<file path="config.mk">
export PLATFORM = sky130hd
export DESIGN_NAME = i4gsdp_fifo
export DESIGN_NICKNAME = d
export VERILOG_FILES = /design/src/rtl/assert_macros.svh /design/src/rtl/i4gsdp_pkg.sv /design/src/rtl/i4gsdp_fifo.sv
export SDC_FILE = /design/constraint.sdc
export NUM_CORES = 1
export LEC_CHECK = 0
export ABC_CLOCK_PERIOD_IN_PS = 3700
export BUFFER_PORTS_ARGS = -buffer_cell sky130_fd_sc_hd__buf_2
export CORE_ASPECT_RATIO = 1.5
export CORE_MARGIN = 2
export CORE_UTILIZATION = 40
export DETAILED_ROUTE_END_ITERATION = 10
export PLACE_DENSITY_LB_ADDON = 0.1
export SLEW_MARGIN = 20
export SYNTH_ARGS = -nofsm -noshare
export SYNTH_HDL_FRONTEND = slang
export SYNTH_SLANG_ARGS = --single-unit
</file>
<file path="constraint.sdc">
create_clock -name i_clk -period 3.7 [get_ports i_clk]
set_input_delay 0.555 -clock i_clk [delete_from_list [all_inputs] [get_ports i_clk]]
set_output_delay 0.555 -clock i_clk [all_outputs]
set_load 0.005 [all_outputs]
</file>
<file path="src/rtl/assert_macros.svh">
// Assertion macros used by the top level of the int4 grouped dot product block.
// Standalone header; no dependencies.
`ifndef ASSERT_MACROS_SVH
`define ASSERT_MACROS_SVH

// Same-cycle implication, disabled while reset is asserted.
`define ASSERT_IMPL(lbl, clk, rst_n, ante, cons, msg) \
    lbl: assert property (@(posedge clk) disable iff (!rst_n) (ante) |-> (cons)) \
        else $error(msg);

// Next-cycle implication, disabled while reset is asserted.
`define ASSERT_NEXT(lbl, clk, rst_n, ante, cons, msg) \
    lbl: assert property (@(posedge clk) disable iff (!rst_n) (ante) |=> (cons)) \
        else $error(msg);

`endif

</file>
<file path="src/rtl/i4gsdp_pkg.sv">
// Package for the int4 grouped scaled dot product block: constants, types, states.
// No dependencies.
`default_nettype none
package i4gsdp_pkg;

    localparam int LANES     = 4;
    localparam int ACT_W     = 8;
    localparam int NIB_W     = 4;
    localparam int GC_W      = 7;
    localparam int GC_MAX    = 64;
    localparam int CHUNK_K   = 64;
    localparam int CNT_W     = 10;
    localparam int PG_W      = CNT_W + 1;
    localparam int QDEPTH    = 4;
    localparam int QPTR_W    = 2;
    localparam int QCNT_W    = QPTR_W + 1;
    localparam int MW        = 94;
    localparam int EW        = 12;
    localparam int ZERO_LSB  = -600;
    localparam int PADDR_W   = 3;

    localparam logic [0:0]  REG_GROUP_CHUNKS = 1'b0;
    localparam logic [GC_W-1:0] GC_RESET     = 7'd1;
    localparam logic [31:0] QNAN32           = 32'h7FC0_0000;
    localparam logic [31:0] POS_INF32        = 32'h7F80_0000;

    typedef struct packed {
        logic [31:0] int_sum;
        logic [15:0] group_scale;
        logic [31:0] row_scale;
        logic        last;
    } t_drain;

    typedef struct packed {
        logic [QCNT_W-1:0] count;
        logic              full;
        logic              empty;
    } t_q_stat;

    typedef enum logic [3:0] {
        BK_IDLE,
        BK_PROD,
        BK_ALIGN,
        BK_ADD,
        BK_NEG,
        BK_NORM,
        BK_DENORM,
        BK_PACK,
        BK_DONE,
        BK_MULP
    } t_bk_state;

endpackage
`default_nettype wire

</file>
<file path="src/rtl/i4gsdp_fifo.sv">
// Short drain queue between front and back end.
// Depends on i4gsdp_pkg.
`default_nettype none
module i4gsdp_fifo (
    input  logic                  i_clk,
    input  logic                  i_rst_n,
    input  logic                  i_push,
    input  i4gsdp_pkg::t_drain    i_entry,
    input  logic                  i_pop,
    output i4gsdp_pkg::t_drain    o_entry,
    output i4gsdp_pkg::t_q_stat   o_stat
);
    import i4gsdp_pkg::*;

    t_drain              r_mem [QDEPTH];
    logic [QPTR_W-1:0]   r_wp, r_rp;
    logic [QCNT_W-1:0]   r_cnt;

    assign o_entry      = r_mem[r_rp];
    assign o_stat.count = r_cnt;
    assign o_stat.full  = (r_cnt == QCNT_W'(QDEPTH));
    assign o_stat.empty = (r_cnt == '0);

    always_ff @(posedge i_clk) begin
        if (i_push) begin
            r_mem[r_wp] <= i_entry;
        end
    end

    always_ff @(posedge i_clk) begin
        if (!i_rst_n) begin
            r_wp  <= '0;
            r_rp  <= '0;
            r_cnt <= '0;
        end else begin
            if (i_push) begin
                r_wp <= r_wp + QPTR_W'(1);
            end
            if (i_pop) begin
                r_rp <= r_rp + QPTR_W'(1);
            end
            case ({i_push, i_pop})
                2'b10:   r_cnt <= r_cnt + QCNT_W'(1);
                2'b01:   r_cnt <= r_cnt - QCNT_W'(1);
                default: r_cnt <= r_cnt;
            endcase
        end
    end

endmodule
`default_nettype wire

</file>
==> metrics.txt <==
# TYPE chip_impl_metric gauge
chip_impl_info{name="worstReg2RegStart",value="r_wp[0]"} 1
chip_impl_info{name="status",value="completed"} 1
chip_impl_metric{name="finalNonFillerCells",unit=""} 1089
chip_impl_metric{name="dpl_cell_area",unit="mm^2"} 0.0135
chip_impl_metric{name="hold_slack",unit="ns"} 0.258
chip_impl_metric{name="clockBufferDepth",unit=""} 3
chip_impl_metric{name="dr.pass1.iters",unit=""} 4
chip_impl_metric{name="critPathArrivalTime",unit="ns"} 2.29
chip_impl_info{name="grt_setup_unrepaired",value="no"} 1
chip_impl_metric{name="share_of_final_layout_standard_cells_stronger_than_drive_strength_1",unit="%"} 45.3
chip_impl_metric{name="timing.final.crit_period",unit="ns"} 2.85
chip_impl_metric{name="post_cts.resized_instances",unit=""} 0
chip_impl_metric{name="routed_wl",unit="um"} 23600
chip_impl_metric{name="place.gp.congestion",unit=""} 0.714
chip_impl_metric{name="total_global_route_track_usage",unit="%"} 15.2
chip_impl_info{name="endpoint_of_the_worst_register_to_register_path",value="r_mem[0][55]"} 1
chip_impl_metric{name="pwr_density_cell",unit="mW/mm^2"} 575
chip_impl_metric{name="grt_pass1_wl",unit="um"} 36300
chip_impl_metric{name="pin_count",unit=""} 171
chip_impl_metric{name="ys_seq_elements",unit=""} 333
chip_impl_metric{name="layout_overhead_on_the_synthesized_area",unit="%"} 19.3
chip_impl_metric{name="postSynthAreaPerCell",unit="um^2"} 26.1
chip_impl_metric{name="placed_cells",unit=""} 1029
chip_impl_metric{name="cts_bufs_inserted",unit=""} 34
chip_impl_info{name="critical_path_class",value="reg2out"} 1
chip_impl_metric{name="fmax",unit="MHz"} 351
chip_impl_metric{name="hold_viol_final",unit=""} 0
chip_impl_metric{name="yosys_warnings",unit=""} 0
chip_impl_metric{name="first_iter_violations",unit=""} 293
chip_impl_metric{name="vias",unit=""} 5421
chip_impl_metric{name="grt-ovfl-total",unit=""} 0
chip_impl_metric{name="yosysSeqAreaShare",unit="%"} 81.1
chip_impl_metric{name="reg2reg_depth",unit=""} 4
chip_impl_metric{name="timing.max_slew.rel_slack",unit="%"} 58.1
chip_impl_metric{name="crit_required",unit="ns"} 3.14
chip_impl_info{name="clock_tree_from_tritoncts",value="yes"} 1
chip_impl_metric{name="worstSkewPairLatency",unit="ns"} 0.51
chip_impl_metric{name="row_count",unit=""} 78
chip_impl_metric{name="wl_per_cell",unit="um"} 21.7
chip_impl_info{name="hp-start",value="i_entry[24]"} 1
chip_impl_metric{name="num-nets-final",unit=""} 756
chip_impl_info{name="cp-start-kind",value="flip-flop"} 1
chip_impl_metric{name="clock_sinks",unit=""} 333
chip_impl_info{name="timing.hold.worst_endpoint",value="r_mem[2][24]"} 1
chip_impl_metric{name="hold_depth",unit=""} 1
chip_impl_metric{name="die_y",unit="um"} 218
chip_impl_metric{name="finalSetupTns",unit="ns"} 0
chip_impl_metric{name="reg_to_reg_setup_timing_slack",unit="ns"} 1.82
chip_impl_metric{name="synth.net_count",unit=""} 560
chip_impl_metric{name="worst_slew_pin_slew",unit="ns"} 0.629
chip_impl_metric{name="clock_tree.htree_level_count",unit=""} 2
chip_impl_metric{name="leakagePower",unit="nW"} 4.89
chip_impl_metric{name="final_max_slew_viol_count",unit=""} 0
chip_impl_metric{name="count_of_input_and_output_buffers",unit=""} 170
chip_impl_metric{name="dieArea",unit="mm^2"} 0.0320
chip_impl_metric{name="hold_buffers",unit=""} 0
chip_impl_info{name="timing.critical_path.to_type",value="primary output"} 1
chip_impl_metric{name="area_of_the_placeable_core",unit="mm^2"} 0.0302
chip_impl_metric{name="post_drt_via_cell_ratio",unit=""} 4.98
chip_impl_metric{name="grt_antenna_before_repair",unit=""} 3
chip_impl_metric{name="yosysUniqueCellTypes",unit=""} 21
chip_impl_info{name="hold_class",value="in2reg"} 1
chip_impl_metric{name="total_of_max_cap_violations",unit=""} 0
chip_impl_metric{name="final_antenna_net_count",unit=""} 0
chip_impl_metric{name="syn-instance-count",unit=""} 469
chip_impl_metric{name="worst_skew",unit="ns"} 0.0129
chip_impl_metric{name="cts_setup_buffers",unit=""} 0
chip_impl_metric{name="fin_area",unit="mm^2"} 0.0146
chip_impl_metric{name="grt_pass1_vias",unit=""} 6197
chip_impl_metric{name="setup_viol",unit=""} 0
chip_impl_metric{name="worst_ir_drop_vdd",unit="mV"} 0.402
chip_impl_metric{name="drt_drc_violations_left",unit=""} 0
chip_impl_metric{name="grt_start_max_net_pins",unit=""} 47
chip_impl_metric{name="start_util",unit="%"} 40.5
chip_impl_metric{name="syn_area",unit="mm^2"} 0.0122
chip_impl_metric{name="clock_input_transition_at_the_sequential_cells_of_the_worst_setup_and_hold_paths",unit="ns"} 0.06
chip_impl_metric{name="period_share",unit="%"} 76.9
chip_impl_info{name="clk_root_buffer_cell",value="clkbuf_16"} 1
chip_impl_metric{name="crit_fanout",unit=""} 21
chip_impl_metric{name="half_perimeter_wire_length_of_the_detailed_placement_result",unit="um"} 14100
chip_impl_metric{name="die_w",unit="um"} 147
## cell type report
cell class              count  area, um^2
well taps                 400         500
multi-input cells         112        2080
inverters                   6        22.5
diodes                      3        7.51
clock buffers              44         952
flip-flops and latches    333        9920
repair buffers            178         986
clock inverters            13         110
fillers                  2497       15600
## per-layer routing
layer | wire length [um] | global-route usage (%) | share of wire, %
met5 | 0 | 0 | 0
met4 | 616 | 5.63 | 2.6
met3 | 1270 | 3.72 | 5.4
met2 | 12900 | 27.5 | 55
met1 | 8840 | 17.3 | 37
## through the flow
stage               total power (W)  utilization, %  setup slack (ns)
floorplan                   0.00490               -             0.812
global placement            0.00520            44.8              1.30
detailed placement          0.00522            44.8              1.29
CTS                         0.00854            48.3             0.741
global route                0.00873            48.3             0.672
finish                      0.00839            48.3             0.853
## cell usage after synthesis
cell | n | area (um^2)
buf_6 | 1 | 11.3
clkbuf_1 | 1 | 3.75
and3_1 | 1 | 6.26
xor2_1 | 3 | 26.3
nor3_1 | 1 | 5.00
or3_1 | 1 | 6.26
xnor2_1 | 2 | 17.5
mux4_2 | 81 | 1820
fa_1 | 1 | 20.0
ha_1 | 5 | 62.6
inv_1 | 6 | 22.5
buf_2 | 8 | 40.0
dfxtp_1 | 9 | 180
nand2_1 | 2 | 7.51
and2_1 | 10 | 62.6
nor2b_1 | 1 | 6.26
o21ai_0 | 2 | 10.0
mux2i_1 | 1 | 10.0
edfxtp_1 | 324 | 9730
buf_12 | 8 | 160
a21boi_0 | 1 | 7.51
## registers in the layout, indices dropped and copies added, names as in the netlist, named ones only
signal and flops:
r_wp 2, r_cnt 3, r_rp 2, r_mem 324
## worst max-delay path by stage
stage	to	cells past startpoint	slack, ns	startpoint
2_1_floorplan	r_mem[0][0]	1	0.81	i_push
3_3_place_gp	o_entry[4]	3	1.30	flip-flop
3_5_place_dp	o_entry[4]	3	1.29	flip-flop
4_1_cts	o_entry[4]	3	0.74	flip-flop
5_1_grt	o_entry[4]	3	0.67	flip-flop
6_report	o_entry[4]	3	0.85	flip-flop
## critical path, cell delays in order, from the launching register on
cell and delay (ns):
dfxtp_4 0.62, buf_4 0.43, mux4_2 0.57, buf_2 0.15
## power by group
part / switching [W] / internal (W) / total, W
registers: 0.0000698 / 0.00433 / 0.00440
logic: 0.000352 / 0.000363 / 0.000715
clock network: 0.00133 / 0.00195 / 0.00327
## placed cells by master, fill, tap and decap left out, drive strengths merged
master  count
clkinv     11
edfxtp    324
xnor2       2
dfxtp       9
bufinv      2
diode       3
mux4       81
nand2       2
nor3        1
ha          5
o21ai       2
buf       178
mux2i       1
nor2b       1
and2       10
clkbuf     44
xor2        3
and3        1
a21boi      1
inv         6
or3         1
fa          1
## logic make-up after synthesis
group / after synthesis / share of synthesized area (%)
mux: 82 / 15.0
buf+inv: 24 / 1.95
compound gates: 3 / 0.143
simple gates: 16 / 0.768
xor+xnor: 5 / 0.358
flops: 333 / 81.1
fa+ha+maj: 6 / 0.676
(Power assumes the default switching activity.)
