File: src/rtl/assert_macros.svh
// Assertion macros used by the top level of the int4 grouped dot product block.
// Standalone header; no dependencies.
`ifndef ASSERT_MACROS_SVH
`define ASSERT_MACROS_SVH

// Same-cycle implication, disabled while reset is asserted.
`define ASSERT_IMPL(lbl, clk, rst_n, ante, cons, msg) \
    lbl: assert property (@(posedge clk) disable iff (!rst_n) (ante) |-> (cons)) \
        else $error(msg);

// Next-cycle implication, disabled while reset is asserted.
`define ASSERT_NEXT(lbl, clk, rst_n, ante, cons, msg) \
    lbl: assert property (@(posedge clk) disable iff (!rst_n) (ante) |=> (cons)) \
        else $error(msg);

`endif

File: src/rtl/i4gsdp_pkg.sv
// Package for the int4 grouped scaled dot product block: constants, types, states.
// No dependencies.
`default_nettype none
package i4gsdp_pkg;

    localparam int LANES     = 4;
    localparam int ACT_W     = 8;
    localparam int NIB_W     = 4;
    localparam int GC_W      = 7;
    localparam int GC_MAX    = 64;
    localparam int CHUNK_K   = 64;
    localparam int CNT_W     = 10;
    localparam int PG_W      = CNT_W + 1;
    localparam int QDEPTH    = 4;
    localparam int QPTR_W    = 2;
    localparam int QCNT_W    = QPTR_W + 1;
    localparam int MW        = 94;
    localparam int EW        = 12;
    localparam int ZERO_LSB  = -600;
    localparam int PADDR_W   = 3;

    localparam logic [0:0]  REG_GROUP_CHUNKS = 1'b0;
    localparam logic [GC_W-1:0] GC_RESET     = 7'd1;
    localparam logic [31:0] QNAN32           = 32'h7FC0_0000;
    localparam logic [31:0] POS_INF32        = 32'h7F80_0000;

    typedef struct packed {
        logic [31:0] int_sum;
        logic [15:0] group_scale;
        logic [31:0] row_scale;
        logic        last;
    } t_drain;

    typedef struct packed {
        logic [QCNT_W-1:0] count;
        logic              full;
        logic              empty;
    } t_q_stat;

    typedef enum logic [3:0] {
        BK_IDLE,
        BK_PROD,
        BK_ALIGN,
        BK_ADD,
        BK_NEG,
        BK_NORM,
        BK_DENORM,
        BK_PACK,
        BK_DONE,
        BK_MULP
    } t_bk_state;

endpackage
`default_nettype wire

File: src/rtl/i4gsdp_back.sv
// Back end: sequenced float engine for the group FMA and the final row-scale multiply.
// Depends on i4gsdp_pkg.
`default_nettype none
module i4gsdp_back (
    input  logic               i_clk,
    input  logic               i_rst_n,
    input  logic               i_valid,
    output logic               o_pop,
    input  i4gsdp_pkg::t_drain i_entry,
    output logic               o_valid,
    input  logic               i_ready,
    output logic [31:0]        o_result,
    output logic               o_busy
);
    import i4gsdp_pkg::*;

    t_bk_state                r_state, n_state;
    t_drain                   r_ent, n_ent;
    logic [31:0]              r_fsum, n_fsum;
    logic                     r_is_mul, n_is_mul;
    logic [42:0]              r_ps, n_ps;
    logic signed [EW-1:0]     r_pe, n_pe;
    logic                     r_psg, n_psg;
    logic [23:0]              r_cs, n_cs;
    logic signed [EW-1:0]     r_ce, n_ce;
    logic                     r_csg, n_csg;
    logic [MW-1:0]            r_af, n_af, r_bf, n_bf;
    logic                     r_sa, n_sa, r_sb, n_sb;
    logic [MW-1:0]            r_m, n_m;
    logic signed [EW-1:0]     r_me, n_me;
    logic                     r_sgn, n_sgn;
    logic                     r_neg, n_neg;
    logic                     r_stk, n_stk;
    logic [7:0]               r_rexp, n_rexp;
    logic                     r_ovf, n_ovf;
    logic [31:0]              r_res, n_res;
    logic                     r_ovalid, n_ovalid;
    logic [31:0]              r_result, n_result;

    // operand unpack
    logic                     w_isgn;
    logic [31:0]              w_imag;
    logic                     w_hs;
    logic [4:0]               w_he;
    logic [9:0]               w_hm;
    logic [10:0]              w_hsig;
    logic signed [EW-1:0]     w_hlsb;
    logic                     w_hnan, w_hinf;
    logic [42:0]              w_prod;
    logic                     w_cs;
    logic [7:0]               w_ce;
    logic [22:0]              w_cm;
    logic [23:0]              w_csig;
    logic signed [EW-1:0]     w_clsb;
    logic                     w_cnan, w_cinf, w_czero;
    logic                     w_rs;
    logic [7:0]               w_re;
    logic [22:0]              w_rm;
    logic [23:0]              w_rsig;
    logic signed [EW-1:0]     w_rlsb;
    logic                     w_rnan, w_rinf, w_rzero;
    logic [47:0]              w_mprod;
    logic                     w_pzero, w_psg;
    // alignment
    logic                     w_p_big;
    logic [42:0]              w_amag, w_bmag;
    logic signed [EW-1:0]     w_ea, w_eb, w_d, w_rsh_full;
    logic [5:0]               w_lsh, w_rsh;
    logic [107:0]             w_btmp;
    logic [MW-1:0]            w_afr, w_bfr;
    logic [MW-1:0]            w_sum;
    logic [MW:0]              w_diff;
    // rounding
    logic signed [EW-1:0]     w_be, w_dfull;
    logic [4:0]               w_dsh;
    logic [MW+31:0]           w_dtmp;
    logic [23:0]              w_q;
    logic                     w_rb, w_st, w_up;
    logic [31:0]              w_mag32;

    assign w_isgn = r_ent.int_sum[31];
    assign w_imag = w_isgn ? (~r_ent.int_sum + 32'd1) : r_ent.int_sum;
    assign w_hs   = r_ent.group_scale[15];
    assign w_he   = r_ent.group_scale[14:10];
    assign w_hm   = r_ent.group_scale[9:0];
    assign w_hsig = {(w_he != 5'd0), w_hm};
    assign w_hlsb = (w_he == 5'd0) ? EW'(-24) : EW'(int'(w_he) - 25);
    assign w_hnan = (w_he == 5'h1F) && (w_hm != '0);
    assign w_hinf = (w_he == 5'h1F) && (w_hm == '0);
    assign w_prod = w_imag * w_hsig;
    assign w_pzero = (w_imag == '0) || (w_hsig == '0);
    assign w_psg  = w_isgn ^ w_hs;

    assign w_cs    = r_fsum[31];
    assign w_ce    = r_fsum[30:23];
    assign w_cm    = r_fsum[22:0];
    assign w_csig  = {(w_ce != 8'd0), w_cm};
    assign w_clsb  = (w_ce == 8'd0) ? EW'(-149) : EW'(int'(w_ce) - 150);
    assign w_cnan  = (w_ce == 8'hFF) && (w_cm != '0);
    assign w_cinf  = (w_ce == 8'hFF) && (w_cm == '0);
    assign w_czero = (w_ce == 8'd0) && (w_cm == '0);

    assign w_rs    = r_ent.row_scale[31];
    assign w_re    = r_ent.row_scale[30:23];
    assign w_rm    = r_ent.row_scale[22:0];
    assign w_rsig  = {(w_re != 8'd0), w_rm};
    assign w_rlsb  = (w_re == 8'd0) ? EW'(-149) : EW'(int'(w_re) - 150);
    assign w_rnan  = (w_re == 8'hFF) && (w_rm != '0);
    assign w_rinf  = (w_re == 8'hFF) && (w_rm == '0);
    assign w_rzero = (w_re == 8'd0) && (w_rm == '0);
    assign w_mprod = w_csig * w_rsig;

    // larger lsb exponent goes left, the other right with a sticky jam
    assign w_p_big    = (r_pe >= r_ce);
    assign w_amag     = w_p_big ? r_ps : 43'(r_cs);
    assign w_bmag     = w_p_big ? 43'(r_cs) : r_ps;
    assign w_ea       = w_p_big ? r_pe : r_ce;
    assign w_eb       = w_p_big ? r_ce : r_pe;
    assign w_d        = w_ea - w_eb;
    assign w_lsh      = (w_d > 48) ? 6'd48 : w_d[5:0];
    assign w_rsh_full = w_d - EW'(w_lsh);
    assign w_rsh      = (w_rsh_full > 63) ? 6'd63 : w_rsh_full[5:0];
    assign w_afr      = MW'(w_amag) << (7'(w_lsh) + 7'd1);
    assign w_btmp     = {w_bmag, 1'b0, 64'd0} >> w_rsh;
    assign w_bfr      = MW'(w_btmp[107:64]) | MW'(|w_btmp[63:0]);

    assign w_sum  = r_af + r_bf;
    assign w_diff = {1'b0, r_af} - {1'b0, r_bf};

    assign w_be    = r_me + EW'(MW + 126);
    assign w_dfull = EW'(1) - w_be;
    assign w_dsh   = (w_be > 0) ? 5'd0 : ((w_dfull > 26) ? 5'd26 : w_dfull[4:0]);
    assign w_dtmp  = {r_m, 32'd0} >> w_dsh;

    assign w_q     = r_m[MW-1 -: 24];
    assign w_rb    = r_m[MW-25];
    assign w_st    = (|r_m[MW-26:0]) || r_stk;
    assign w_up    = w_rb && (w_st || w_q[0]);
    assign w_mag32 = {1'b0, r_rexp, 23'd0} + 32'(w_q) + 32'(w_up);

    assign o_valid  = r_ovalid;
    assign o_result = r_result;
    assign o_busy   = (r_state != BK_IDLE);

    always_comb begin
        n_state  = r_state;
        n_ent    = r_ent;
        n_fsum   = r_fsum;
        n_is_mul = r_is_mul;
        n_ps     = r_ps;
        n_pe     = r_pe;
        n_psg    = r_psg;
        n_cs     = r_cs;
        n_ce     = r_ce;
        n_csg    = r_csg;
        n_af     = r_af;
        n_bf     = r_bf;
        n_sa     = r_sa;
        n_sb     = r_sb;
        n_m      = r_m;
        n_me     = r_me;
        n_sgn    = r_sgn;
        n_neg    = r_neg;
        n_stk    = r_stk;
        n_rexp   = r_rexp;
        n_ovf    = r_ovf;
        n_res    = r_res;
        n_ovalid = r_ovalid;
        n_result = r_result;
        o_pop    = 1'b0;
        if (r_ovalid && i_ready) begin
            n_ovalid = 1'b0;
        end
        case (r_state)
            BK_IDLE: begin
                if (i_valid) begin
                    o_pop    = 1'b1;
                    n_ent    = i_entry;
                    n_is_mul = 1'b0;
                    n_state  = BK_PROD;
                end
            end
            BK_PROD: begin
                n_ps    = w_prod;
                n_pe    = w_pzero ? EW'(ZERO_LSB) : w_hlsb;
                n_psg   = w_psg;
                n_cs    = w_csig;
                n_ce    = w_czero ? EW'(ZERO_LSB) : w_clsb;
                n_csg   = w_cs;
                n_state = BK_DONE;
                if (w_hnan || w_cnan || (w_hinf && (w_imag == '0))) begin
                    n_res = QNAN32;
                end else if (w_hinf && w_cinf && (w_psg != w_cs)) begin
                    n_res = QNAN32;
                end else if (w_hinf) begin
                    n_res = {w_psg, POS_INF32[30:0]};
                end else if (w_cinf) begin
                    n_res = {w_cs, POS_INF32[30:0]};
                end else if (w_pzero && w_czero) begin
                    n_res = {w_psg && w_cs, 31'd0};
                end else begin
                    n_state = BK_ALIGN;
                end
            end
            BK_ALIGN: begin
                n_af    = w_afr;
                n_bf    = w_bfr;
                n_sa    = w_p_big ? r_psg : r_csg;
                n_sb    = w_p_big ? r_csg : r_psg;
                n_me    = w_ea - EW'(w_lsh) - EW'(1);
                n_state = BK_ADD;
            end
            BK_ADD: begin
                n_sgn = r_sa;
                if (r_sa == r_sb) begin
                    n_m   = w_sum;
                    n_neg = 1'b0;
                end else begin
                    n_m   = w_diff[MW-1:0];
                    n_neg = w_diff[MW];
                end
                n_state = BK_NEG;
            end
            BK_NEG: begin
                n_m     = r_neg ? (~r_m + MW'(1)) : r_m;
                n_sgn   = r_sgn ^ r_neg;
                n_state = BK_NORM;
            end
            BK_NORM: begin
                // exact cancellation gives +0
                if (r_m == '0) begin
                    n_res   = '0;
                    n_state = BK_DONE;
                end else if (r_m[MW-1 -: 8] == '0) begin
                    n_m  = r_m << 8;
                    n_me = r_me - EW'(8);
                end else if (!r_m[MW-1]) begin
                    n_m  = r_m << 1;
                    n_me = r_me - EW'(1);
                end else begin
                    n_state = BK_DENORM;
                end
            end
            BK_DENORM: begin
                n_m     = w_dtmp[MW+31:32];
                n_stk   = |w_dtmp[31:0];
                n_rexp  = (w_be > 0) ? w_be[7:0] - 8'd1 : 8'd0;
                n_ovf   = (w_be >= 256);
                n_state = BK_PACK;
            end
            BK_PACK: begin
                if (r_ovf || (w_mag32 >= POS_INF32)) begin
                    n_res = {r_sgn, POS_INF32[30:0]};
                end else begin
                    n_res = {r_sgn, w_mag32[30:0]};
                end
                n_state = BK_DONE;
            end
            BK_DONE: begin
                if (!r_is_mul) begin
                    n_fsum  = r_res;
                    n_state = r_ent.last ? BK_MULP : BK_IDLE;
                end else if (!r_ovalid || i_ready) begin
                    n_ovalid = 1'b1;
                    n_result = r_res;
                    n_fsum   = '0;
                    n_state  = BK_IDLE;
                end
            end
            BK_MULP: begin
                n_is_mul = 1'b1;
                n_sgn    = w_cs ^ w_rs;
                n_m      = MW'(w_mprod);
                n_me     = w_clsb + w_rlsb;
                n_state  = BK_DONE;
                if (w_cnan || w_rnan || (w_cinf && w_rzero) || (w_rinf && w_czero)) begin
                    n_res = QNAN32;
                end else if (w_cinf || w_rinf) begin
                    n_res = {w_cs ^ w_rs, POS_INF32[30:0]};
                end else if (w_czero || w_rzero) begin
                    n_res = {w_cs ^ w_rs, 31'd0};
                end else begin
                    n_state = BK_NORM;
                end
            end
            default: begin
                n_state = BK_IDLE;
            end
        endcase
    end

    always_ff @(posedge i_clk) begin
        if (!i_rst_n) begin
            r_state  <= BK_IDLE;
            r_fsum   <= '0;
            r_is_mul <= 1'b0;
            r_ovalid <= 1'b0;
        end else begin
            r_state  <= n_state;
            r_fsum   <= n_fsum;
            r_is_mul <= n_is_mul;
            r_ovalid <= n_ovalid;
        end
    end

    always_ff @(posedge i_clk) begin
        r_ent    <= n_ent;
        r_ps     <= n_ps;
        r_pe     <= n_pe;
        r_psg    <= n_psg;
        r_cs     <= n_cs;
        r_ce     <= n_ce;
        r_csg    <= n_csg;
        r_af     <= n_af;
        r_bf     <= n_bf;
        r_sa     <= n_sa;
        r_sb     <= n_sb;
        r_m      <= n_m;
        r_me     <= n_me;
        r_sgn    <= n_sgn;
        r_neg    <= n_neg;
        r_stk    <= n_stk;
        r_rexp   <= n_rexp;
        r_ovf    <= n_ovf;
        r_res    <= n_res;
        r_result <= n_result;
    end

endmodule
`default_nettype wire

File: config.mk
export PLATFORM = sky130hd
export DESIGN_NAME = i4gsdp_back
export DESIGN_NICKNAME = d
export VERILOG_FILES = /design/src/rtl/assert_macros.svh /design/src/rtl/i4gsdp_pkg.sv /design/src/rtl/i4gsdp_back.sv
export SDC_FILE = /design/constraint.sdc
export NUM_CORES = 2
export LEC_CHECK = 0
export CAP_MARGIN = 20
export CORE_AREA = 2 2 412 414
export DETAILED_ROUTE_END_ITERATION = 10
export DIE_AREA = 0 0 414 416
export DONT_BUFFER_PORTS = 1
export PLACE_DENSITY = 0.66
export SLEW_MARGIN = 30
export SYNTH_ARGS = -nofsm -noshare
export SYNTH_HDL_FRONTEND = slang
export SYNTH_SLANG_ARGS = --single-unit
File: constraint.sdc
create_clock -name i_clk -period 28.9 [get_ports i_clk]
set_input_delay 2.89 -clock i_clk [delete_from_list [all_inputs] [get_ports i_clk]]
set_output_delay 2.89 -clock i_clk [all_outputs]
set_load 0.02 [all_outputs]
==> impl_metrics.py <==
metrics = {
    "yosys": {
        "synth_area_leaders": "fa_1 20%, edfxtp_1 20%, mux2i_1 7.5%",
        "synth-edff-count": 489,
        "synth_warnings": 0,
        "ys_types": 116,
        "synth.largest_area_cell": "fa_1",
        "synth_top_area_share_pct": 20.15,
        "synth.net_count": 9766,
        "avgSynthCellArea_um2": 8.789,
        "yosysSeqAreaShare_pct": 20.59,
        "synthCells": 8535,
        "ys_ff_latch": 527,
        "synthesis.area_um2": 75010,
        "synth_flop_cell": "edfxtp_1",
        "async_flop_share_pct": 0,
    },
    "route": {
        "viasPerCell": 6.270,
        "drtIter0Drc": 7219,
        "post-route-drc-count": 0,
        "drt_first_pass_iters": 8,
        "ant_nets": 0,
        "wl_um": 278700,
        "vias": 65440,
        "routedWlPerCell_um": 26.70,
    },
    "grt": {
        "grt_max_degree": 117,
        "antenna_found_initial": 12,
        "grt_pass1_wl_um": 415600,
        "grtUsageTotal_pct": 31.77,
        "grt_pass1_vias": 64250,
        "overflow": 0,
    },
    "min_path": {
        "hp-class": "reg -> reg",
    },
    "sta": {
        "clock_skew_ns": 0.04555,
        "rsz0062_at_grt": "no",
        "whs_ns": 0.5248,
        "post-route-period-util_pct": 35.87,
        "period_minus_slack_ns": 10.37,
        "relSlewSlack_pct": 19.61,
        "report.final.slew_viol_count": 0,
        "setup_tns_ns": 0,
        "worst_pin_slew_ns": 1.195,
        "hold_viol": 0,
        "setup_violations": 0,
        "fmax_mhz": 96.47,
    },
    "clock_network": {
        "clock_sinks": 527,
        "clock_latency_ns": 0.69,
        "tritoncts": "done",
        "cts_max_level": 3,
        "cts-resized-gates": 0,
        "numCtsBuffers": 69,
        "cts_setup_buffers": 0,
        "clk_pin_slew_ns": 0.06,
        "cts_root_buffer": "clkbuf_16",
        "clockBufferDepth": 3,
        "cts_hold_buf": 0,
    },
    "status": {
        "status": "complete, no violations",
    },
    "cells_and_area": {
        "nets": 9399,
        "fill_cells": 16120,
        "fin_area_um2": 79450,
        "drive_gt1_share_pct": 5.500,
        "syn2layout_area_growth_pct": 5.908,
    },
    "setup_path": {
        "worstSetupPathType": "reg -> reg",
        "rrSetupSlack_ns": 18.53,
        "worstPathRequired_ns": 29.40,
        "end_kind": "flop",
        "arrival_ns": 10.86,
        "cp_max_fo": 64,
        "startpoint_type": "flop",
    },
    "floorplanning": {
        "initial_core_util_pct": 44.61,
        "rows": 151,
        "fp.dieH_um": 416,
        "ioPinCount": 120,
        "dieWidth_um": 414,
        "core_area_um2": 168100,
        "die_area_um2": 172200,
    },
    "power_and_ir_drop": {
        "p_leak_nw": 34.06,
        "vdd_ir_drop_max_uv": 188.6,
        "powerDensity_nw_per_um2": 96.78,
    },
    "job": {
        "max_cap_viol_count": 0,
    },
    "place": {
        "place_congestion": 1.061,
        "hpwl_um": 215300,
        "port_buffers": 0,
        "post_dp_cell_area_um2": 76920,
    },
}
==> state kept, by name (all words and copies together) (netlist names), 4 cells and up <==
signal / cells
r_cs: 24
r_af: 94
o_result: 32
r_ce: 10
r_ent: 81
r_ps: 43
r_rexp: 8
r_fsum: 32
r_state: 4
r_m: 94
r_me: 12
r_bf: 44
r_pe: 7
r_res: 32
==> where the power goes <==
| part | switching, W | internal, W | leakage, nW |
|---|---|---|---|
| Clock | 0.000380 | 0.000568 | 1.16 |
| Sequential | 0.000199 | 0.00118 | 4.86 |
| Combinational | 0.00316 | 0.00220 | 28.0 |
==> per-stage QoR <==
step | cells | total power, W | util [%] | setup slack, ns
floorplan | 8535 | 0.005331 | - | 16.57
global placement | 10300 | 0.006545 | 45.61 | 19.27
detailed placement | 10310 | 0.006656 | 45.74 | 18.78
CTS | 10430 | 0.007634 | 47.18 | 18.76
global route | 10440 | 0.008293 | 47.25 | 17.84
finish | 10440 | 0.007689 | 47.25 | 18.53
==> worst paths after layout <==
check,start,endpoint,depth (start not counted)
worst max register to register,r_pe[5],r_af[56],25
worst min-delay path,r_fsum[22],r_fsum[22],2
worst max-delay path,r_pe[5],r_af[56],25
worst min register to register,r_fsum[22],r_fsum[22],2
==> cell usage after synthesis (64+ instances only) <==
master and count:
a21oi_1 398, a22oi_1 83, and2_1 360, clkbuf_1 494, edfxtp_1 489, fa_1 755
ha_1 391, inv_1 881, mux2i_1 560, nand2_1 1101, nand2b_1 69, nand3_1 131
nor2_1 500, nor2b_1 88, nor3_1 189, nor3b_1 64, nor4_1 99, o21ai_0 293
o22ai_1 111, xnor2_1 227, xor2_1 132
==> kinds of logic after synthesis <==
kind of cell / synth area share [%]
fa+ha+maj: 26.67
mux: 8.898
simple gates: 18.33
flops: 20.59
xor+xnor: 4.192
buf+inv: 7.592
other cells: 0.01001
compound gates: 13.71
==> per-layer routing <==
metal  global-route usage (%)  up-vias  share of wire (%)
met5                   0.4724        -              0.066
met4                    19.92       12                7.4
met3                    6.751      780                 10
met2                    48.75     3688                 44
met1                    40.91    32370                 38
li1                         -    28590                  -
==> cell type report <==
type / count / area [µm²] / share of cell area (%)
clock buffers: 77 / 1799 / 2.265
multi-input cells: 6529 / 54210 / 68.24
inverters: 883 / 3322 / 4.181
flip-flops and latches: 527 / 15450 / 19.44
diodes: 1 / 2.502 / 0.003150
well taps: 2218 / 2775 / 3.493
clock inverters: 44 / 611.8 / 0.7701
repair buffers: 158 / 1279 / 1.610
==> layout by cell type (no fill, tap or decap), types with 25 or more instances in the layout <==
| cell type | count |
|---|---|
| o221ai_1 | 48 |
| o211ai_1 | 37 |
| xnor2_1 | 213 |
| nor3b_1 | 62 |
| o21bai_1 | 32 |
| a21o_1 | 55 |
| a31oi_1 | 59 |
| inv_1 | 880 |
| and3_1 | 45 |
| mux2i_1 | 560 |
| o21a_1 | 28 |
| a22oi_1 | 83 |
| xor2_1 | 130 |
| or3_1 | 50 |
| o22ai_1 | 111 |
| fa_1 | 755 |
| a21oi_1 | 396 |
| nand4_1 | 45 |
| dfxtp_1 | 37 |
| nand2_1 | 1097 |
| clkbuf_16 | 71 |
| and2_1 | 359 |
| or4_1 | 30 |
| o21ai_0 | 292 |
| a221oi_1 | 56 |
| mux2_2 | 33 |
| nor4_1 | 93 |
| buf_4 | 140 |
| a211oi_1 | 45 |
| nand2b_1 | 69 |
| ha_1 | 391 |
| mux4_2 | 30 |
| o31ai_1 | 52 |
| nand3_1 | 129 |
| nor2_1 | 495 |
| edfxtp_1 | 489 |
| a211o_1 | 25 |
| nor2b_1 | 88 |
| nor3_1 | 184 |
==> critical path, stage by stage (launching register included) <==
cell	delay [ns]
edfxtp_1	0.58
ha_1	0.89
and4_4	0.35
nand3_1	0.10
a21o_1	0.42
and3_4	0.32
o31a_1	0.25
ha_1	0.20
inv_1	0.06
and4_1	0.31
o211ai_1	0.17
xnor2_1	0.47
nand2_1	0.26
or2_2	0.38
a21oi_2	0.56
or2_1	0.70
clkinv_4	0.75
ha_1	1.13
inv_1	0.44
buf_4	0.37
mux4_2	0.37
mux2i_1	0.27
mux2i_1	0.20
mux2i_1	0.31
nor2_1	0.08
a211oi_2	0.22
Power figures use the tool's default switching activity.
