File: src/rtl/assert_macros.svh
// Assertion macros used by the top level of the int4 grouped dot product block.
// Standalone header; no dependencies.
`ifndef ASSERT_MACROS_SVH
`define ASSERT_MACROS_SVH

// Same-cycle implication, disabled while reset is asserted.
`define ASSERT_IMPL(lbl, clk, rst_n, ante, cons, msg) \
    lbl: assert property (@(posedge clk) disable iff (!rst_n) (ante) |-> (cons)) \
        else $error(msg);

// Next-cycle implication, disabled while reset is asserted.
`define ASSERT_NEXT(lbl, clk, rst_n, ante, cons, msg) \
    lbl: assert property (@(posedge clk) disable iff (!rst_n) (ante) |=> (cons)) \
        else $error(msg);

`endif

File: src/rtl/i4gsdp_pkg.sv
// Package for the int4 grouped scaled dot product block: constants, types, states.
// No dependencies.
`default_nettype none
package i4gsdp_pkg;

    localparam int LANES     = 4;
    localparam int ACT_W     = 8;
    localparam int NIB_W     = 4;
    localparam int GC_W      = 7;
    localparam int GC_MAX    = 64;
    localparam int CHUNK_K   = 64;
    localparam int CNT_W     = 10;
    localparam int PG_W      = CNT_W + 1;
    localparam int QDEPTH    = 4;
    localparam int QPTR_W    = 2;
    localparam int QCNT_W    = QPTR_W + 1;
    localparam int MW        = 94;
    localparam int EW        = 12;
    localparam int ZERO_LSB  = -600;
    localparam int PADDR_W   = 3;

    localparam logic [0:0]  REG_GROUP_CHUNKS = 1'b0;
    localparam logic [GC_W-1:0] GC_RESET     = 7'd1;
    localparam logic [31:0] QNAN32           = 32'h7FC0_0000;
    localparam logic [31:0] POS_INF32        = 32'h7F80_0000;

    typedef struct packed {
        logic [31:0] int_sum;
        logic [15:0] group_scale;
        logic [31:0] row_scale;
        logic        last;
    } t_drain;

    typedef struct packed {
        logic [QCNT_W-1:0] count;
        logic              full;
        logic              empty;
    } t_q_stat;

    typedef enum logic [3:0] {
        BK_IDLE,
        BK_PROD,
        BK_ALIGN,
        BK_ADD,
        BK_NEG,
        BK_NORM,
        BK_DENORM,
        BK_PACK,
        BK_DONE,
        BK_MULP
    } t_bk_state;

endpackage
`default_nettype wire

File: src/rtl/i4gsdp_front.sv
// Front end: integer MAC over one chunk per beat, group counting, drain requests.
// Depends on i4gsdp_pkg.
`default_nettype none
module i4gsdp_front (
    input  logic                           i_clk,
    input  logic                           i_rst_n,
    input  logic                           i_valid,
    output logic                           o_ready,
    input  logic signed [7:0]              i_act0,
    input  logic signed [7:0]              i_act1,
    input  logic signed [7:0]              i_act2,
    input  logic signed [7:0]              i_act3,
    input  logic [3:0]                     i_wnib0,
    input  logic [3:0]                     i_wnib1,
    input  logic [3:0]                     i_wnib2,
    input  logic [3:0]                     i_wnib3,
    input  logic [15:0]                    i_group_scale,
    input  logic [31:0]                    i_row_scale,
    input  logic                           i_last_chunk,
    input  logic [i4gsdp_pkg::GC_W-1:0]    i_group_chunks,
    input  logic                           i_full,
    output logic                           o_push,
    output i4gsdp_pkg::t_drain             o_entry
);
    import i4gsdp_pkg::*;

    logic [31:0]             r_int_sum, n_int_sum;
    logic [CNT_W-1:0]        r_count, n_count;
    logic signed [11:0]      w_p0, w_p1, w_p2, w_p3;
    logic signed [13:0]      w_dot;
    logic [31:0]             w_sum;
    logic [GC_W-1:0]         w_g;
    logic [PG_W-1:0]         w_per_group;
    logic [PG_W-1:0]         w_cnt_next;
    logic                    w_close;
    logic                    w_accept;

    // nibble is plain 4-bit two's complement
    assign w_p0  = i_act0 * $signed(i_wnib0);
    assign w_p1  = i_act1 * $signed(i_wnib1);
    assign w_p2  = i_act2 * $signed(i_wnib2);
    assign w_p3  = i_act3 * $signed(i_wnib3);
    assign w_dot = 14'(w_p0) + 14'(w_p1) + 14'(w_p2) + 14'(w_p3);
    assign w_sum = r_int_sum + 32'(w_dot);

    assign w_g = (i_group_chunks == '0) ? GC_W'(1) :
                 (i_group_chunks > GC_W'(GC_MAX)) ? GC_W'(GC_MAX) : i_group_chunks;
    assign w_per_group = PG_W'(w_g) * PG_W'(CHUNK_K / LANES);
    assign w_cnt_next  = PG_W'(r_count) + PG_W'(1);
    assign w_close     = (w_cnt_next >= w_per_group) || i_last_chunk;

    assign o_ready  = !i_full;
    assign w_accept = i_valid && o_ready;
    assign o_push   = w_accept && w_close;

    assign o_entry.int_sum     = w_sum;
    assign o_entry.group_scale = i_group_scale;
    assign o_entry.row_scale   = i_row_scale;
    assign o_entry.last        = i_last_chunk;

    always_comb begin
        n_int_sum = r_int_sum;
        n_count   = r_count;
        if (w_accept) begin
            if (w_close) begin
                n_int_sum = '0;
                n_count   = '0;
            end else begin
                n_int_sum = w_sum;
                n_count   = w_cnt_next[CNT_W-1:0];
            end
        end
    end

    always_ff @(posedge i_clk) begin
        if (!i_rst_n) begin
            r_int_sum <= '0;
            r_count   <= '0;
        end else begin
            r_int_sum <= n_int_sum;
            r_count   <= n_count;
        end
    end

endmodule
`default_nettype wire

File: config.mk
export PLATFORM = sky130hd
export DESIGN_NAME = i4gsdp_front
export DESIGN_NICKNAME = d
export VERILOG_FILES = /design/src/rtl/assert_macros.svh /design/src/rtl/i4gsdp_pkg.sv /design/src/rtl/i4gsdp_front.sv
export SDC_FILE = /design/constraint.sdc
export NUM_CORES = 1
export LEC_CHECK = 0
export ABC_AREA = 1
export BUFFER_PORTS_ARGS = -buffer_cell sky130_fd_sc_hd__buf_2
export CAP_MARGIN = 20
export CORE_MARGIN = 10
export CORE_UTILIZATION = 25
export CTS_CLUSTER_SIZE = 25
export DETAILED_ROUTE_END_ITERATION = 8
export PLACE_DENSITY_LB_ADDON = 0.3
export SYNTH_ARGS = -nofsm -noshare
export SYNTH_HDL_FRONTEND = slang
export SYNTH_SLANG_ARGS = --single-unit
File: constraint.sdc
create_clock -name i_clk -period 13.1 [get_ports i_clk]
set_clock_uncertainty 0.15 [all_clocks]
set_input_delay 0.655 -clock i_clk [delete_from_list [all_inputs] [get_ports i_clk]]
set_output_delay 0.655 -clock i_clk [all_outputs]
set_load 0.01 [all_outputs]
==> flow_summary.toml, run 1 <==
[cts]
cts_made_buffers = 5
clockBufferDepth = 2
ctsRootBufferMaster = "clkbuf_16"
path_clk_slew_ps = 70
postCtsSetupBuffers = 0
insertion_delay_ps = 290
clock-sinks = 42
ctsHoldBuffers = 0
cts_resized = 0
htreeDepth = 2
tritoncts = "yes"

[sta]
finalHoldViolCount = 0
max_freq_ghz = 0.109
max_slew.worst_pin.slew_ps = 793
slew_headroom = 0.470
rsz0062_at_grt = "no"
fin_tns_setup_ps = 0
final-max-slew-violation-count = 0
fin_crit_sh = 0.702
finalSetupViolations = 0
min_period_ps = 9190

[floorplanning]
dieArea_mm2 = 0.0471
die_w_um = 217
design.core.area_mm2 = 0.0386
row_count = 72
start_util = 0.252
fp.dieH_um = 217
io-pin-count = 191

[layout]
num_antenna_cells = 0
num-nets-final = 1707
final_cells = 1894
drive_above_1_share = 0.118
utilization = 0.273
area_delta_synth_final_pct = 8.44

[grt]
grt_pass1_vias = 8344
grtUsageMet2 = 0.194
grt-busiest-layer = "met2"
grt_pass1_wl_um = 43600
use_met3 = 0.0148
antenna_found_initial = 0
grt_max_degree = 44
grt_use_met1 = 0.151
gr-total-overflow = 0
grt.total_usage = 0.112

[placed_design]
post-place-cells = 1886
io_buffers = 94
gp_congestion = 0.870
hpwlAfterDp_um = 22400

[yosys]
syn-num-nets = 1679
synth_area_mm2 = 0.00971
synth_cell_type_count = 47
syn_area_per_cell_um2 = 7.21
seq_area_frac_synth = 0.0866
syn-instance-count = 1347
synth_warnings = 0
synth-seq-cells = 42

[job]
cap_viol_max_count = 0

[outcome]
outcome = "complete, no violations"

[critical_path]
cp_data_required_time_ps = 12300
path_class = "input port to primary output"
path_max_fanout = 20
critPathArrivalTime_ps = 8380
r2r_slack_ps = 9810
startpoint_type = "input port"
endpoint_kind = "primary output"

[min_path]
hold_path.class = "flop to flop"

[detailed_routing]
drt_iter0_drc = 362
wl_um = 25500
routed_via_density = 4.17
antenna_left = 0
via_count = 7900
first_pass_iters = 5
post_drt_wl_per_cell_um = 13.4
drc = 0
==> area by class of cell <==
type	count	area, um2
clock buffer	6	139
clock inverter	2	12.5
fill	4307	28000
inverter	318	1190
multi-input combinational	911	7200
sequential	42	841
tap	518	648
timing repair buffer	97	493
==> critical path: stages <==
cell and delay (ps):
buf_2 200, inv_1 220, or2_2 340, fa_1 510
inv_1 50, fa_1 500, fa_1 520, fa_1 530
fa_1 560, inv_1 60, fa_1 530, inv_1 50
ha_1 360, a21oi_1 220, nand2_1 70, nor2_1 190
nor2_1 70, nor2_1 180, nand3_1 120, nand2_1 600
ha_1 420, a21o_1 220, a21oi_1 340, o21ai_0 170
a21oi_1 260, nand3_1 130, and2_1 170, buf_2 140
==> layer usage <==
metal,vias to the layer above,part of all wire
met5,-,0
met4,0,0.0056
met3,10,0.036
met2,121,0.49
met1,3725,0.47
li1,4044,-
==> final timing paths <==
path,from,end,depth (start not counted)
worst max register to register,r_count[0]$_SDFFE_PN0P_,r_int_sum[21]$_SDFFE_PN0P_,15
worst min-delay path,r_int_sum[2]$_SDFFE_PN0P_,r_int_sum[2]$_SDFFE_PN0P_,2
worst min register to register,r_int_sum[2]$_SDFFE_PN0P_,r_int_sum[2]$_SDFFE_PN0P_,2
worst max-delay path,i_wnib2[3],o_entry[75],28
==> stage by stage <==
stage	instance area (um2)	hold slack (ps)	worst slack [ps]
detailed placement	10400	313	3760
global route	10500	346	3270
floorplan	9710	295	5240
finish	10500	322	3910
CTS	10500	323	3740
global placement	10400	305	3890
==> placed cells by master (no fill, tap or decap), types with 3 or more instances in the layout <==
cell type,n
nand4_1,9
inv_1,305
nand3b_1,8
dfxtp_1,42
nand2_2,6
o21ai_0,23
a21oi_2,4
xor2_1,28
nor3_1,4
o21a_1,3
o21ai_1,5
a31oi_1,5
fa_1,138
xnor2_1,15
nor2_1,59
nand3_1,46
a21o_1,8
a21oi_1,83
clkinv_1,3
nand2_1,319
o21bai_1,4
ha_1,86
nor2_2,12
clkbuf_16,5
inv_2,10
buf_4,3
buf_2,94
and2_1,8
or2_2,17
==> cells in the mapped netlist, drive strengths merged <==
master	instances	share of area
fa	138	0.28
o311ai	1	0.00090
and3	2	0.0013
o2111ai	1	0.00090
clkbuf	22	0.0085
nand3b	8	0.0062
clkinv	3	0.0012
o211ai	1	0.00077
o21ai	29	0.015
dfxtp	42	0.087
nor2	72	0.031
a21o	8	0.0062
a31oi	5	0.0032
a21oi	87	0.046
or2	17	0.011
a22oi	1	0.0013
o21bai	5	0.0043
and2	9	0.0058
or3b	1	0.00090
a31o	2	0.0018
a211oi	1	0.00077
buf	54	0.040
a21boi	2	0.0015
nor4	1	0.00064
xor2	30	0.029
xnor2	15	0.014
nand3	46	0.024
nand2	325	0.13
nand4	9	0.0058
inv	315	0.12
ha	86	0.11
nor3	5	0.0031
maj3	1	0.0010
o21a	3	0.0023
==> cells by family (layout without fill, tap and decap cells) <==
kind of cell / Yosys count / count (layout) / synth area share
xor gates and xnor gates: 45 / 45 / 0.0422
DFF: 42 / 42 / 0.0866
and+or+nand+nor: 495 / 495 / 0.217
adders and majority gates: 225 / 225 / 0.396
AOI/OAI and AO/OA: 146 / 146 / 0.0857
buffers and inverters: 394 / 423 / 0.172
==> registers in the layout (all words and copies together) (netlist names) <==
signal,count
r_int_sum,32
r_count,10
Power of run 1 is left out: the tool's default activity adds up to more than one toggle a clock period on the data nets, which glitch-free logic cannot reach.
==> run 2: changes to the inputs <==
- ABC_AREA: 1 -> 0
- clock period: 13.1 -> 9.15 ns (I/O delays scaled with it)
==> run 2 against run 1 <==
Non-clock buffer count is 1 higher; utilization rose by 0.16 points; sequential cell count stayed put; clock-buffer cell count decreased by 1; critical path depth increased by 2; first-iteration DRC count is 32% lower; via count down 13%; cell count fell by 17%; largest cell class unchanged; critical endpoint is now o_entry[79]; setup slack worse by 3300 ps; global-route usage is 0.85 points lower; wire length down 10%; final area decreased by 5.2%.
==> flow_summary.toml, run 2 <==
[detailed_routing]
post_drt_wl_per_cell_um = 14.5
drc = 0
via_count = 6911
first_pass_iters = 4
antenna_left = 0
routed_via_density = 4.40
wl_um = 22800
drt_iter0_drc = 247

[cts]
cts_made_buffers = 5
postCtsSetupBuffers = 0
ctsHoldBuffers = 0
clock-sinks = 42
cts_resized = 0
tritoncts = "yes"
path_clk_slew_ps = 60
ctsRootBufferMaster = "clkbuf_16"
htreeDepth = 2
clockBufferDepth = 2
insertion_delay_ps = 290

[critical_path]
critPathArrivalTime_ps = 7970
startpoint_type = "input port"
path_max_fanout = 19
endpoint_kind = "primary output"
slowest_delay_ps = 550
cpMostUsedCell = "fa_1"
slowest_stage = "fa_1"
cp_data_required_time_ps = 8540
path_class = "input port to primary output"

[layout]
layout_commonest_cell = "inv_1"
num-nets-final = 1432
area_delta_synth_final_pct = 8.99
final_cell_mix = "inv_1 (182), fa_1 (138), nand2_1 (94)"
drive_above_1_share = 0.114
regMostFlops = "r_int_sum"
fillers = 3935
reg_top3 = "r_int_sum x32, r_count x10"
largest_reg_flops = 32

[grt]
grt_max_degree = 48
antenna_found_initial = 4
grt_pass1_wl_um = 37600
gr-total-overflow = 0
grt_pass1_vias = 7222
grt.total_usage = 0.104

[yosys]
synth_ff_type = "dfxtp_1"
synth.most_common_cell = "inv_1"
synth-seq-cells = 42
yosys-top-cells-count = "inv_1 (183), fa_1 (138), nand2_1 (94), ha_1 (86), and2_1 (55)"
seq_area_frac_synth = 0.0918
synth_warnings = 0
syn-num-nets = 1397
syn-instance-count = 1065
synth_top_area_frac = 0.302
synthArstFlopShare = 0
synth-edff-count = 0
synth_area_mm2 = 0.00916
yosysTopAreaCell = "fa_1"
syn_area_per_cell_um2 = 8.60
synth_cell_type_count = 56
synth_area_leaders = "fa_1 (30%), ha_1 (12%), dfxtp_1 (9.2%)"

[sta]
max_freq_ghz = 0.117
rsz0062_at_grt = "no"
fin_tns_setup_ps = 0
worst_slack_ps = 569
max_slew.worst_pin.slew_ps = 786
finalSetupViolations = 0
fin_crit_sh = 0.938
hold_ws_ps = 318
final-max-slew-violation-count = 0
min_period_ps = 8580
finalHoldViolCount = 0
slew_headroom = 0.476

[min_path]
hold_path.class = "flop to flop"

[placed_design]
hpwlAfterDp_um = 19300
place_ws_ps = 371
io_buffers = 94
gp_congestion = 0.877

[job]
cap_viol_max_count = 0

[floorplanning]
dieArea_mm2 = 0.0447
row_count = 70
start_util = 0.252
die_w_um = 211
fp.dieH_um = 211
io-pin-count = 191
design.core.area_mm2 = 0.0363

[outcome]
outcome = "complete, no violations"
[run 2: changes by cell type in the layout (fill, tap and decap cells not counted), sizes merged, moves of 14 or more]
cell,before,now
and2,9,55
a21boi,2,27
nor2,72,40
a21oi,87,43
nand2b,0,17
nand2,325,94
or2,17,3
xnor2,15,44
nor2b,0,26
inv,315,182
[run 2: final cells by class]
class                   instances  area [um2]  area share
clock inverters                 3        21.3     0.00213
well taps                     468         586      0.0587
clock buffers                   5         125      0.0125
flip-flops and latches         42         841      0.0843
multi-input cells             769        7190       0.721
repair buffers                 98         515      0.0517
inverters                     184         694      0.0696
diodes                          1        2.50    0.000251
[run 2: layer usage]
| layer | vias up | global-route usage | share of wire |
|---|---|---|---|
| met1 | 3363 | 0.131 | 0.44 |
| met5 | - | 0 | 0.0018 |
| met3 | 21 | 0.0175 | 0.031 |
| li1 | 3440 | - | - |
| met2 | 81 | 0.183 | 0.51 |
| met4 | 6 | 0.0174 | 0.010 |
[run 2: logic make-up after synthesis]
family                   after synthesis  synth area share
AO/OA/AOI/OAI                        169             0.127
AND/OR/NAND/NOR                      308             0.171
multiplexers                           3           0.00328
adder cells (fa/ha/maj)              226             0.421
buffers and inverters                254             0.125
flip-flops                            42            0.0918
XOR/XNOR                              63            0.0603
[run 2: worst paths after layout]
kind,startpoint,end,slack (ps),cells past startpoint
worst max-delay path,i_wnib2[3],o_entry[79],570,30
worst min-delay path,r_int_sum[8]$_SDFFE_PN0P_,r_int_sum[8]$_SDFFE_PN0P_,320,2
worst max register to register,r_count[0]$_SDFFE_PN0P_,r_count[2]$_SDFFE_PN0P_,5300,12
worst min register to register,r_int_sum[8]$_SDFFE_PN0P_,r_int_sum[8]$_SDFFE_PN0P_,320,2
[run 2: worst max-delay path: cells and delay by family]
family | cells | cell delay (ps)
adders and majority gates | 8 | 3760
AOI/OAI and AO/OA | 10 | 2270
xor gates and xnor gates | 2 | 380
and+or+nand+nor | 4 | 480
buffers and inverters | 6 | 600
[run 2: stage by stage]
step	area, um2	utilization	instances
floorplan	9160	-	1065
global placement	9820	0.270	1561
detailed placement	9820	0.270	1561
CTS	9960	0.274	1569
global route	9980	0.275	1570
finish	9980	0.275	1570
Power of run 2 is left out for the same reason.
==> run 3: changes to the inputs <==
- RECOVER_POWER: default -> 50
==> run 3 against run 2 <==
The run now ends with max-capacitance violations, max-slew violations left; fmax unchanged; via count about the same; sequential cell count unchanged; hold slack about the same; non-clock buffer count unchanged; highest routed layer unchanged.
==> flow_summary.toml, run 3 (synthesized netlist as in run 2, its figures left out) <==
[floorplanning]
fp.dieH_um = 211
design.core.area_mm2 = 0.0363
dieArea_mm2 = 0.0447
die_w_um = 211
row_count = 70
io-pin-count = 191
start_util = 0.252

[critical_path]
startpoint_type = "input port"
path_max_fanout = 19
endpoint_kind = "primary output"
cpMostUsedCell = "fa_1"
timing.rr.end = "r_count[2]$_SDFFE_PN0P_"
critPathTopFamily = "adder cells"
slowest_delay_ps = 550
r2r_slack_ps = 4120
ff2ff_path_depth = 12
slowest_stage = "fa_1"
crit_buf_inv = 6
path_class = "input port to primary output"
cp_data_required_time_ps = 8540
critPathArrivalTime_ps = 7970
timing.rr.start = "r_count[0]$_SDFFE_PN0P_"

[layout]
regMostFlops = "r_int_sum"
regArea_um2 = 841
largest_reg_flops = 32
num-nets-final = 1432
fillers = 3934
final_cell_mix = "inv_1 (182), fa_1 (138), nand2_1 (94)"
reg_top3 = "r_int_sum x32, r_count x10"
drive_above_1_share = 0.110
layout_commonest_cell = "inv_1"
multiInputGateArea_mm2 = 0.00719
area_delta_synth_final_pct = 8.91

[detailed_routing]
routed_via_density = 4.41
drt_iter0_drc = 247
via_count = 6916
antenna_left = 0
post_drt_wl_per_cell_um = 14.5
wl_um = 22800
drc = 0
first_pass_iters = 4

[outcome]
outcome = "finished with violations"
violations = "max-capacitance violations, max-slew violations"

[grt]
grt_pass1_vias = 7222
grt_max_degree = 48
grt.total_usage = 0.104
gr-total-overflow = 0
grt_pass1_wl_um = 37600
antenna_found_initial = 4

[cts]
cts_made_buffers = 5
ctsHoldBuffers = 0
ctsRootBufferMaster = "clkbuf_16"
path_clk_slew_ps = 60
clockBufferDepth = 2
insertion_delay_ps = 290
clock-sinks = 42
htreeDepth = 2
tritoncts = "yes"

[sta]
max_slew.worst_pin.slew_ps = 1730
rsz0062_at_grt = "no"
hold_ws_ps = 318
min_period_ps = 8580
slew_headroom = -0.151
finalHoldViolCount = 0
fin_crit_sh = 0.938
finalSetupViolations = 0
fin_tns_setup_ps = 0
final-max-slew-violation-count = 33
max_freq_ghz = 0.117

[placed_design]
gp_congestion = 0.877
hpwlAfterDp_um = 19300
io_buffers = 94

[min_path]
min_from = "r_int_sum[8]$_SDFFE_PN0P_"
hold_path.class = "flop to flop"
hold_depth = 2
whs_endpoint = "r_int_sum[8]$_SDFFE_PN0P_"

[job]
cap_viol_max_count = 1
-- run 3: routing by layer --
layer  wire length (um)  global-route usage  vias up
met1              10100               0.131     3371
met5                 40                   0        -
met3                725              0.0175       21
li1                   -                   -     3437
met2              11700               0.183       81
met4                238              0.0174        6
-- run 3: tightest hold or removal path, delay by kind of cell (launching register included) --
| family | cells | cell delay (ps) |
|---|---|---|
| DFF | 1 | 310 |
| AOI/OAI and AO/OA | 1 | 60 |
| and+or+nand+nor | 1 | 50 |
-- run 3: repair_timing --
item / 4_1_cts / 5_1_grt
setup endpoints to repair: 0 / 7
setup buffers: 0 / 0
gates resized for setup: 0 / 3
-- run 3: through the flow --
step | area (um2) | std cells | utilization | setup WS [ps]
finish | 9970 | 1570 | 0.274 | 568
global route | 9970 | 1570 | 0.274 | 21.3
CTS | 9960 | 1569 | 0.274 | 359
detailed placement | 9820 | 1561 | 0.270 | 371
global placement | 9820 | 1561 | 0.270 | 486
floorplan | 9160 | 1065 | - | 622
-- run 3: final cells by class --
| cell class | instances | share of cell area |
|---|---|---|
| diodes | 1 | 0.000251 |
| clock buffers | 5 | 0.0125 |
| clock inverters | 3 | 0.00213 |
| inverters | 184 | 0.0696 |
| multi-input cells | 769 | 0.721 |
| flip-flops and latches | 42 | 0.0843 |
| well taps | 468 | 0.0587 |
| repair buffers | 98 | 0.0509 |
-- run 3: how the worst max path moves through the flow --
stage,startpoint,endpoint,slack (ps),cells after the start
3_5_place_dp,i_wnib2[3],o_entry[79],370,30
3_3_place_gp,i_wnib2[3],o_entry[79],490,30
2_1_floorplan,i_wnib2[3],o_entry[80],620,28
5_1_grt,i_wnib2[3],o_entry[79],20,30
6_report,i_wnib2[3],o_entry[79],570,30
4_1_cts,i_wnib2[3],o_entry[79],360,30
Power of run 3 is left out for the same reason.
